==> src/rtl/lfu_pkg.sv <==
// ----------------------------------------------------------------------------
// lfu_pkg
// Shared types and constants of the LFU cache table: request and result
// words, controller command and status groups, and saturation limits.
// ----------------------------------------------------------------------------
package lfu_pkg;

  localparam int KEY_W   = 32;
  localparam int VAL_W   = 32;
  localparam int COUNT_W = 32;
  localparam int STAMP_W = 48;
  localparam int CAP_W   = 5;

  localparam logic       OP_GET = 1'b0;
  localparam logic       OP_PUT = 1'b1;

  localparam logic [COUNT_W-1:0] COUNT_MAX  = {COUNT_W{1'b1}};
  localparam logic [COUNT_W-1:0] COUNT_ONE  = COUNT_W'(1);
  localparam logic [STAMP_W-1:0] STAMP_MAX  = {STAMP_W{1'b1}};
  localparam logic [VAL_W-1:0]   MISS_VALUE = {VAL_W{1'b1}};
  localparam logic [VAL_W-1:0]   PUT_VALUE  = '0;
  localparam logic [CAP_W-1:0]   CAP_RESET  = CAP_W'(16);

  typedef struct packed {
    logic                    opcode;
    logic signed [KEY_W-1:0] lookup_key;
    logic signed [VAL_W-1:0] store_value;
  } lfu_req_t;

  typedef struct packed {
    logic                    hit;
    logic signed [VAL_W-1:0] read_value;
  } lfu_rsp_t;

  typedef struct packed {
    logic load;    // capture the request and clear the scan results
    logic scan;    // read the entry at the scan index and advance it
    logic update;  // write the table and issue the result
  } lfu_cmd_t;

  typedef struct packed {
    logic empty;      // no entry is occupied
    logic scan_last;  // scan index is at the last occupied entry
  } lfu_stat_t;

endpackage

==> src/rtl/lfu_ctrl.sv <==
// ----------------------------------------------------------------------------
// lfu_ctrl
// Sequencer for one cache operation: capture, scan of the occupied
// entries, pipeline drain, and the table update.
// ----------------------------------------------------------------------------
module lfu_ctrl
  import lfu_pkg::*;
(
  input  logic      clk,
  input  logic      rst,
  input  logic      start,
  output logic      busy,
  input  lfu_stat_t stat,
  output lfu_cmd_t  cmd
);

  typedef enum logic [3:0] {
    S_IDLE   = 4'b0001,
    S_SCAN   = 4'b0010,
    S_WAIT   = 4'b0100,
    S_UPDATE = 4'b1000
  } state_t;

  state_t state;
  state_t state_next;

  always_comb begin
    state_next = state;
    unique case (state)
      S_IDLE: begin
        if (start) begin
          state_next = stat.empty ? S_UPDATE : S_SCAN;
        end
      end
      S_SCAN: begin
        if (stat.scan_last) begin
          state_next = S_WAIT;
        end
      end
      S_WAIT:   state_next = S_UPDATE;
      S_UPDATE: state_next = S_IDLE;
      default:  state_next = S_IDLE;
    endcase
  end

  always_ff @(posedge clk) begin
    if (rst) begin
      state <= S_IDLE;
    end else begin
      state <= state_next;
    end
  end

  assign busy       = (state != S_IDLE);
  assign cmd.load   = (state == S_IDLE) && start;
  assign cmd.scan   = (state == S_SCAN);
  assign cmd.update = (state == S_UPDATE);

endmodule

==> src/rtl/lfu_datapath.sv <==
// ----------------------------------------------------------------------------
// lfu_datapath
// Entry storage, the sequential key match and victim search, the capacity
// register, and the update that writes one slot per operation.
// ----------------------------------------------------------------------------
module lfu_datapath
  import lfu_pkg::*;
#(
  parameter int CAPACITY = 16
) (
  input  logic             clk,
  input  logic             rst,
  input  lfu_cmd_t         cmd,
  output lfu_stat_t        stat,
  input  lfu_req_t         request,
  input  logic             cfg_we,
  input  logic [CAP_W-1:0] cfg_data,
  output lfu_rsp_t         result,
  output logic             done
);

  localparam int IDX_W = (CAPACITY > 1) ? $clog2(CAPACITY) : 1;
  localparam int OCC_W = $clog2(CAPACITY + 1);
  localparam int LIM_W = (OCC_W > CAP_W) ? OCC_W : CAP_W;

  // Slots fill from the bottom and are never freed, so the occupied
  // entries are always slots 0 to occupied-1.
  logic [KEY_W-1:0]   key_mem   [CAPACITY];
  logic [VAL_W-1:0]   val_mem   [CAPACITY];
  logic [COUNT_W-1:0] cnt_mem   [CAPACITY];
  logic [STAMP_W-1:0] stamp_mem [CAPACITY];

  logic [OCC_W-1:0]   occupied;
  logic [CAP_W-1:0]   capacity;
  logic [STAMP_W-1:0] stamp_counter;
  logic [IDX_W-1:0]   idx;
  lfu_req_t           req;

  logic               rd_vld;
  logic [IDX_W-1:0]   rd_idx;
  logic [KEY_W-1:0]   rd_key;
  logic [VAL_W-1:0]   rd_val;
  logic [COUNT_W-1:0] rd_cnt;
  logic [STAMP_W-1:0] rd_stamp;

  logic               match_found;
  logic [IDX_W-1:0]   match_idx;
  logic [VAL_W-1:0]   match_val;
  logic [COUNT_W-1:0] match_cnt;
  logic               vict_found;
  logic [IDX_W-1:0]   vict_idx;
  logic [COUNT_W-1:0] vict_cnt;
  logic [STAMP_W-1:0] vict_stamp;

  logic               key_eq;
  logic               better;
  logic               is_put;
  logic               limit_zero;
  logic               free_slot;
  logic               bump_do;
  logic               new_do;
  logic               val_we;
  logic [IDX_W-1:0]   wr_slot;
  logic [OCC_W-1:0]   occ_m1;

  assign occ_m1         = occupied - OCC_W'(1);
  assign stat.empty     = (occupied == '0);
  assign stat.scan_last = (OCC_W'(idx) == occ_m1);

  // Configuration register.
  always_ff @(posedge clk) begin
    if (rst) begin
      capacity <= CAP_RESET;
    end else if (cfg_we) begin
      capacity <= cfg_data;
    end
  end

  always_ff @(posedge clk) begin
    if (cmd.load) begin
      req <= request;
    end
  end

  // Scan index and read pipeline.
  always_ff @(posedge clk) begin
    if (rst) begin
      idx    <= '0;
      rd_vld <= 1'b0;
    end else begin
      rd_vld <= cmd.scan;
      if (cmd.load) begin
        idx <= '0;
      end else if (cmd.scan) begin
        idx <= idx + IDX_W'(1);
      end
    end
  end

  always_ff @(posedge clk) begin
    if (cmd.scan) begin
      rd_idx   <= idx;
      rd_key   <= key_mem[idx];
      rd_val   <= val_mem[idx];
      rd_cnt   <= cnt_mem[idx];
      rd_stamp <= stamp_mem[idx];
    end
  end

  // The first matching key wins; the victim is the lowest count, then the
  // oldest stamp, with ties kept at the lower slot.
  assign key_eq = (rd_key == req.lookup_key);
  assign better = !vict_found || (rd_cnt < vict_cnt) ||
                  ((rd_cnt == vict_cnt) && (rd_stamp < vict_stamp));

  always_ff @(posedge clk) begin
    if (rst) begin
      match_found <= 1'b0;
      vict_found  <= 1'b0;
    end else if (cmd.load) begin
      match_found <= 1'b0;
      vict_found  <= 1'b0;
    end else if (rd_vld) begin
      if (!match_found && key_eq) begin
        match_found <= 1'b1;
      end
      if (better) begin
        vict_found <= 1'b1;
      end
    end
  end

  always_ff @(posedge clk) begin
    if (rd_vld && !match_found && key_eq) begin
      match_idx <= rd_idx;
      match_val <= rd_val;
      match_cnt <= rd_cnt;
    end
    if (rd_vld && better) begin
      vict_idx   <= rd_idx;
      vict_cnt   <= rd_cnt;
      vict_stamp <= rd_stamp;
    end
  end

  // Update decisions.
  assign is_put     = (req.opcode == OP_PUT);
  assign limit_zero = (capacity == '0);
  assign free_slot  = (LIM_W'(occupied) < LIM_W'(capacity)) &&
                      (LIM_W'(occupied) < LIM_W'(CAPACITY));
  assign bump_do    = match_found && (!is_put || !limit_zero) && (match_cnt != COUNT_MAX);
  assign new_do     = is_put && !limit_zero && !match_found;
  assign val_we     = is_put && !limit_zero;

  always_comb begin
    priority if (match_found) begin
      wr_slot = match_idx;
    end else if (free_slot) begin
      wr_slot = occupied[IDX_W-1:0];
    end else begin
      wr_slot = vict_idx;
    end
  end

  always_ff @(posedge clk) begin
    if (cmd.update) begin
      if (new_do) begin
        key_mem[wr_slot] <= req.lookup_key;
      end
      if (val_we) begin
        val_mem[wr_slot] <= req.store_value;
      end
      if (new_do) begin
        cnt_mem[wr_slot]   <= COUNT_ONE;
        stamp_mem[wr_slot] <= stamp_counter;
      end else if (bump_do) begin
        cnt_mem[wr_slot]   <= match_cnt + COUNT_ONE;
        stamp_mem[wr_slot] <= stamp_counter;
      end
    end
  end

  always_ff @(posedge clk) begin
    if (rst) begin
      occupied      <= '0;
      stamp_counter <= '0;
      done          <= 1'b0;
    end else begin
      done <= cmd.update;
      if (cmd.update) begin
        if (new_do && free_slot) begin
          occupied <= occupied + OCC_W'(1);
        end
        if ((new_do || bump_do) && (stamp_counter != STAMP_MAX)) begin
          stamp_counter <= stamp_counter + STAMP_W'(1);
        end
      end
    end
  end

  always_ff @(posedge clk) begin
    if (cmd.update) begin
      result.hit <= match_found;
      if (is_put) begin
        result.read_value <= PUT_VALUE;
      end else if (match_found) begin
        result.read_value <= match_val;
      end else begin
        result.read_value <= MISS_VALUE;
      end
    end
  end

endmodule

==> src/rtl/lfu_cache_table_core.sv <==
// ----------------------------------------------------------------------------
// lfu_cache_table_core
// Sequence: after start is taken, capture, one read per occupied entry,
// drain, then update, after which done strobes; an empty table skips scan
// and drain. busy is high through scan, drain and update, so a new request
// is taken only while busy is low.
// Reset empties the table and loads capacity 16; results cannot be stalled.
// ----------------------------------------------------------------------------
module lfu_cache_table_core
  import lfu_pkg::*;
#(
  parameter int CAPACITY = 16
) (
  input  logic             clk,
  input  logic             rst,
  input  logic             start,
  output logic             busy,
  input  lfu_req_t         request,
  output lfu_rsp_t         result,
  output logic             done,
  input  logic             cfg_valid,
  output logic             cfg_ready,
  input  logic [CAP_W-1:0] cfg_data
);

  lfu_cmd_t  cmd;
  lfu_stat_t stat;

  assign cfg_ready = 1'b1;

  lfu_ctrl u_ctrl (
    .clk   (clk),
    .rst   (rst),
    .start (start),
    .busy  (busy),
    .stat  (stat),
    .cmd   (cmd)
  );

  lfu_datapath #(
    .CAPACITY (CAPACITY)
  ) u_datapath (
    .clk      (clk),
    .rst      (rst),
    .cmd      (cmd),
    .stat     (stat),
    .request  (request),
    .cfg_we   (cfg_valid && cfg_ready),
    .cfg_data (cfg_data),
    .result   (result),
    .done     (done)
  );

endmodule
==> config.mk <==
export PLATFORM = sky130hd
export DESIGN_NAME = lfu_cache_table_core
export DESIGN_NICKNAME = d
export VERILOG_FILES = /design/src/rtl/lfu_pkg.sv /design/src/rtl/lfu_ctrl.sv /design/src/rtl/lfu_datapath.sv /design/src/rtl/lfu_cache_table_core.sv
export SDC_FILE = /design/constraint.sdc
export NUM_CORES = 2
export LEC_CHECK = 0
export BUFFER_PORTS_ARGS = -buffer_cell sky130_fd_sc_hd__buf_2
export CORE_MARGIN = 1.5
export CORE_UTILIZATION = 30
export CTS_CLUSTER_SIZE = 12
export DETAILED_ROUTE_END_ITERATION = 12
export PLACE_DENSITY_LB_ADDON = 0.1
export SYNTH_ARGS = -nofsm -noshare
export SYNTH_HDL_FRONTEND = slang
export SYNTH_HIERARCHICAL = 1
export SYNTH_SLANG_ARGS = --single-unit
==> constraint.sdc <==
create_clock -name clk -period 36.9 [get_ports clk]
set_input_delay 9.225 -clock clk [delete_from_list [all_inputs] [get_ports clk]]
set_output_delay 9.225 -clock clk [all_outputs]
set_load 0.1 [all_outputs]
==> results.py <==
metrics = {
    "synthesis": {
        "synth_area_sq_mm": 0.106,
        "synth_warnings": 6,
        "syn_area_per_cell_sq_um": 22.8,
        "seq_area_frac_synth": 0.782,
        "synth_top_area_cell": "edfxtp_1",
        "yosys-top-cells-area": "edfxtp_1 77%, mux4_2 15%, dfxtp_1 1.3%, ha_1 1.0%, clkbuf_1 0.49%",
        "ys_ff_latch": 2772,
        "synth_cell_types": 77,
        "syn_nets": 4795,
        "async_flop_share": 0,
        "netlist.area_leader.share": 0.769,
        "synth-edff-count": 2702,
        "synthCells": 4633,
        "yosys_most_used_dff": "edfxtp_1",
    },
    "place": {
        "portBuffers": 108,
        "placed_cells": 9252,
        "hpwl_um": 133000,
        "finalWeightedCongestion": 0.693,
    },
    "timing": {
        "setup_tns_ns": 0,
        "report.final.slew_viol_count": 0,
        "rsz0062_at_grt": "false",
        "min_period_over_period": 0.310,
        "final_hold_viol_count": 0,
        "worstMarginPinSlew_ns": 1.14,
        "setup_viol": 0,
        "max_freq_ghz": 0.0873,
        "skew_ns": 0.0799,
        "min_period_ns": 11.45,
        "slew-limit-headroom": 0.239,
    },
    "run": {
        "maxCapViolations": 0,
    },
    "critical_path": {
        "critPathSlowestCell": "or4b_1",
        "critical_path.top_delay_family": "simple AND/OR/NAND/NOR gates",
        "r2r-end": "u_datapath/stamp_mem[6][41]",
        "cp-end-kind": "output port",
        "crit_path_max_incr_delay_ns": 0.56,
        "r2r_start": "u_datapath/capacity[4]",
        "cp.buffers_inverters": 1,
        "required_ns": 27.67,
        "crit_arrival_ns": 2.23,
        "worstSetupPathType": "reg2out",
        "crit_start": "u_ctrl/state[0]",
        "critical_path_depth": 2,
        "critPathMaxFanout": 8,
        "cp-endpoint": "busy",
        "path_cells": "or4b_1 -> buf_2",
        "r2r_cells": 9,
        "start_kind": "flip-flop",
        "r2r_slack_ns": 30.66,
    },
    "power": {
        "p_seq_frac": 0.527,
        "p_sw_frac": 0.202,
        "vdd_drop_max_v": 0.0000370,
        "leakagePower_nw": 36.1,
        "power_density_mw_per_mm2": 53.6,
        "pwr-share-clk": 0.468,
        "pwr-share-comb": 0.006,
        "power.switching_mw": 1.33,
        "p_int_mw": 5.25,
    },
    "detailed_routing": {
        "first_pass_iters": 5,
        "drtIter0Drc": 3877,
        "ant_nets": 0,
        "vias_per_cell": 4.88,
        "num_vias": 47900,
        "drt_drc_violations_left": 0,
        "wirelength_um": 273000,
        "wl_per_cell_um": 27.8,
    },
    "final_layout": {
        "nets": 5138,
        "fillers": 32200,
        "layout-drive-gt1-share": 0.277,
        "final_cell_mix": "2702 x edfxtp_1, 705 x mux4_2, 326 x clkbuf_16",
        "multi_input_area_sq_mm": 0.0222,
        "regArea_sq_mm": 0.0826,
        "final_common_cell": "edfxtp_1",
        "area_delta_synth_final_pct": 16.1,
        "finalNonFillerCells": 9824,
    },
    "clock_tree": {
        "cts_setup_buffers": 0,
        "path_clk_slew_ns": 0.06,
        "cts_hold_buf": 0,
        "ctsLongestPathBuffers": 4,
        "cts_tree": "yes",
        "cts_resized": 0,
        "htreeDepth": 5,
        "cts.sinks": 2772,
        "numCtsBuffers": 321,
        "root_buffer": "clkbuf_16",
        "insertion_delay_ns": 0.93,
    },
    "global_route": {
        "overflow": 0,
        "antenna_found_initial": 5,
        "track_usage": 0.153,
        "grt_pass1_vias": 51700,
        "grt_pass1_wl_um": 391000,
        "grt_max_degree": 123,
    },
    "die": {
        "dieArea_sq_mm": 0.355,
        "num_rows": 217,
        "core_sq_mm": 0.350,
        "start_util": 0.302,
        "die_x_um": 596,
        "ioPinCount": 110,
        "die_h_um": 596,
    },
    "worst_hold_path": {
        "holdCritPathClass": "reg2reg",
    },
    "run_status": {
        "status": "finished clean",
    },
}
[worst min-delay path by stage]
stage	startpoint	to	slack (ns)	cells past startpoint
after floorplan	u_datapath/rd_val[0]	u_datapath/match_val[0]	0.40	0
after global placement	u_datapath/rd_val[15]	u_datapath/match_val[15]	0.40	0
after detailed placement	u_datapath/rd_val[8]	u_datapath/match_val[8]	0.41	0
after CTS	u_datapath/rd_val[8]	u_datapath/match_val[8]	0.42	0
after global routing	u_datapath/rd_val[9]	u_datapath/match_val[9]	0.43	0
final	u_datapath/rd_val[8]	u_datapath/match_val[8]	0.42	0
[flip-flops by register name (all words and copies together), names as in the netlist, 33 cells and up]
signal / cells
u_datapath/val_mem: 512
u_datapath/result: 33
u_datapath/key_mem: 512
u_datapath/req: 64
u_datapath/rd_stamp: 48
u_datapath/stamp_mem: 768
u_datapath/vict_stamp: 48
u_datapath/cnt_mem: 512
u_datapath/stamp_counter: 48
[power by group through the flow]
| stage | Clock [mW] | Sequential, mW | Combinational [mW] |
|---|---|---|---|
| floorplan | 0 | 3.52 | 0.0165 |
| global placement | 0 | 3.53 | 0.0376 |
| detailed placement | 0 | 3.53 | 0.0379 |
| CTS | 3.18 | 3.46 | 0.0381 |
| global route | 3.29 | 3.46 | 0.0399 |
| finish | 3.08 | 3.46 | 0.0368 |
[through the flow]
stage | setup WS, ns | hold WS [ns] | power, mW | utilization | cell area (sq um)
3_5_place_dp | 25.73 | 0.407 | 3.57 | 0.322 | 112000
3_3_place_gp | 25.77 | 0.404 | 3.56 | 0.322 | 112000
4_1_cts | 25.36 | 0.421 | 6.68 | 0.350 | 123000
5_1_grt | 25.32 | 0.426 | 6.80 | 0.350 | 123000
2_1_floorplan | 24.23 | 0.400 | 3.54 | - | 106000
6_report | 25.45 | 0.422 | 6.57 | 0.350 | 123000
[cell families after synthesis]
logic type,share of synthesized area
flip-flops,0.782
AO/OA/AOI/OAI,0.0157
multiplexers,0.153
buffers and inverters,0.0119
AND/OR/NAND/NOR,0.0203
adder cells (fa/ha/maj),0.0104
other,0.0000355
XOR/XNOR,0.00722
[synth_stat cells (all sizes together), types with 3 or more instances]
library cell and instances:
inv 109, a21o 8, and4 10, o211ai 20, nor4 14, nor2b 24
ha 88, buf 68, a211oi 19, nand4 44, or4b 3, xor2 47
nand2 55, nand2b 9, nand3 31, or3 20, nor3 28, dfxtp 70
o21a 38, o31ai 11, mux4 705, edfxtp 2702, o2111ai 11, and3 12
xnor2 40, nor2 118, clkbuf 139, a31oi 3, mux2i 22, and2 7
or2 3, or4 18, o21ai 29, o311ai 6, a21oi 71
[routing by layer]
layer  wire length, um  global-route usage  share of wire  vias to the layer above
li1                  -                   -              -                    20300
met1            125000               0.212           0.46                    26400
met2            132000               0.253           0.48                      946
met3             10200              0.0216          0.037                      354
met4              6330              0.0392          0.023                        2
met5                11                   0       0.000040                        -
[area by class of cell]
type | instances | share of cell area
flip-flops and latches | 2772 | 0.674
multi-input cells | 1545 | 0.181
clock buffers | 403 | 0.0696
well taps | 4599 | 0.0470
repair buffers | 227 | 0.0128
clock inverters | 166 | 0.0125
inverters | 109 | 0.00340
diodes | 3 | 0.0000613
Power figures use the tool's default switching activity.
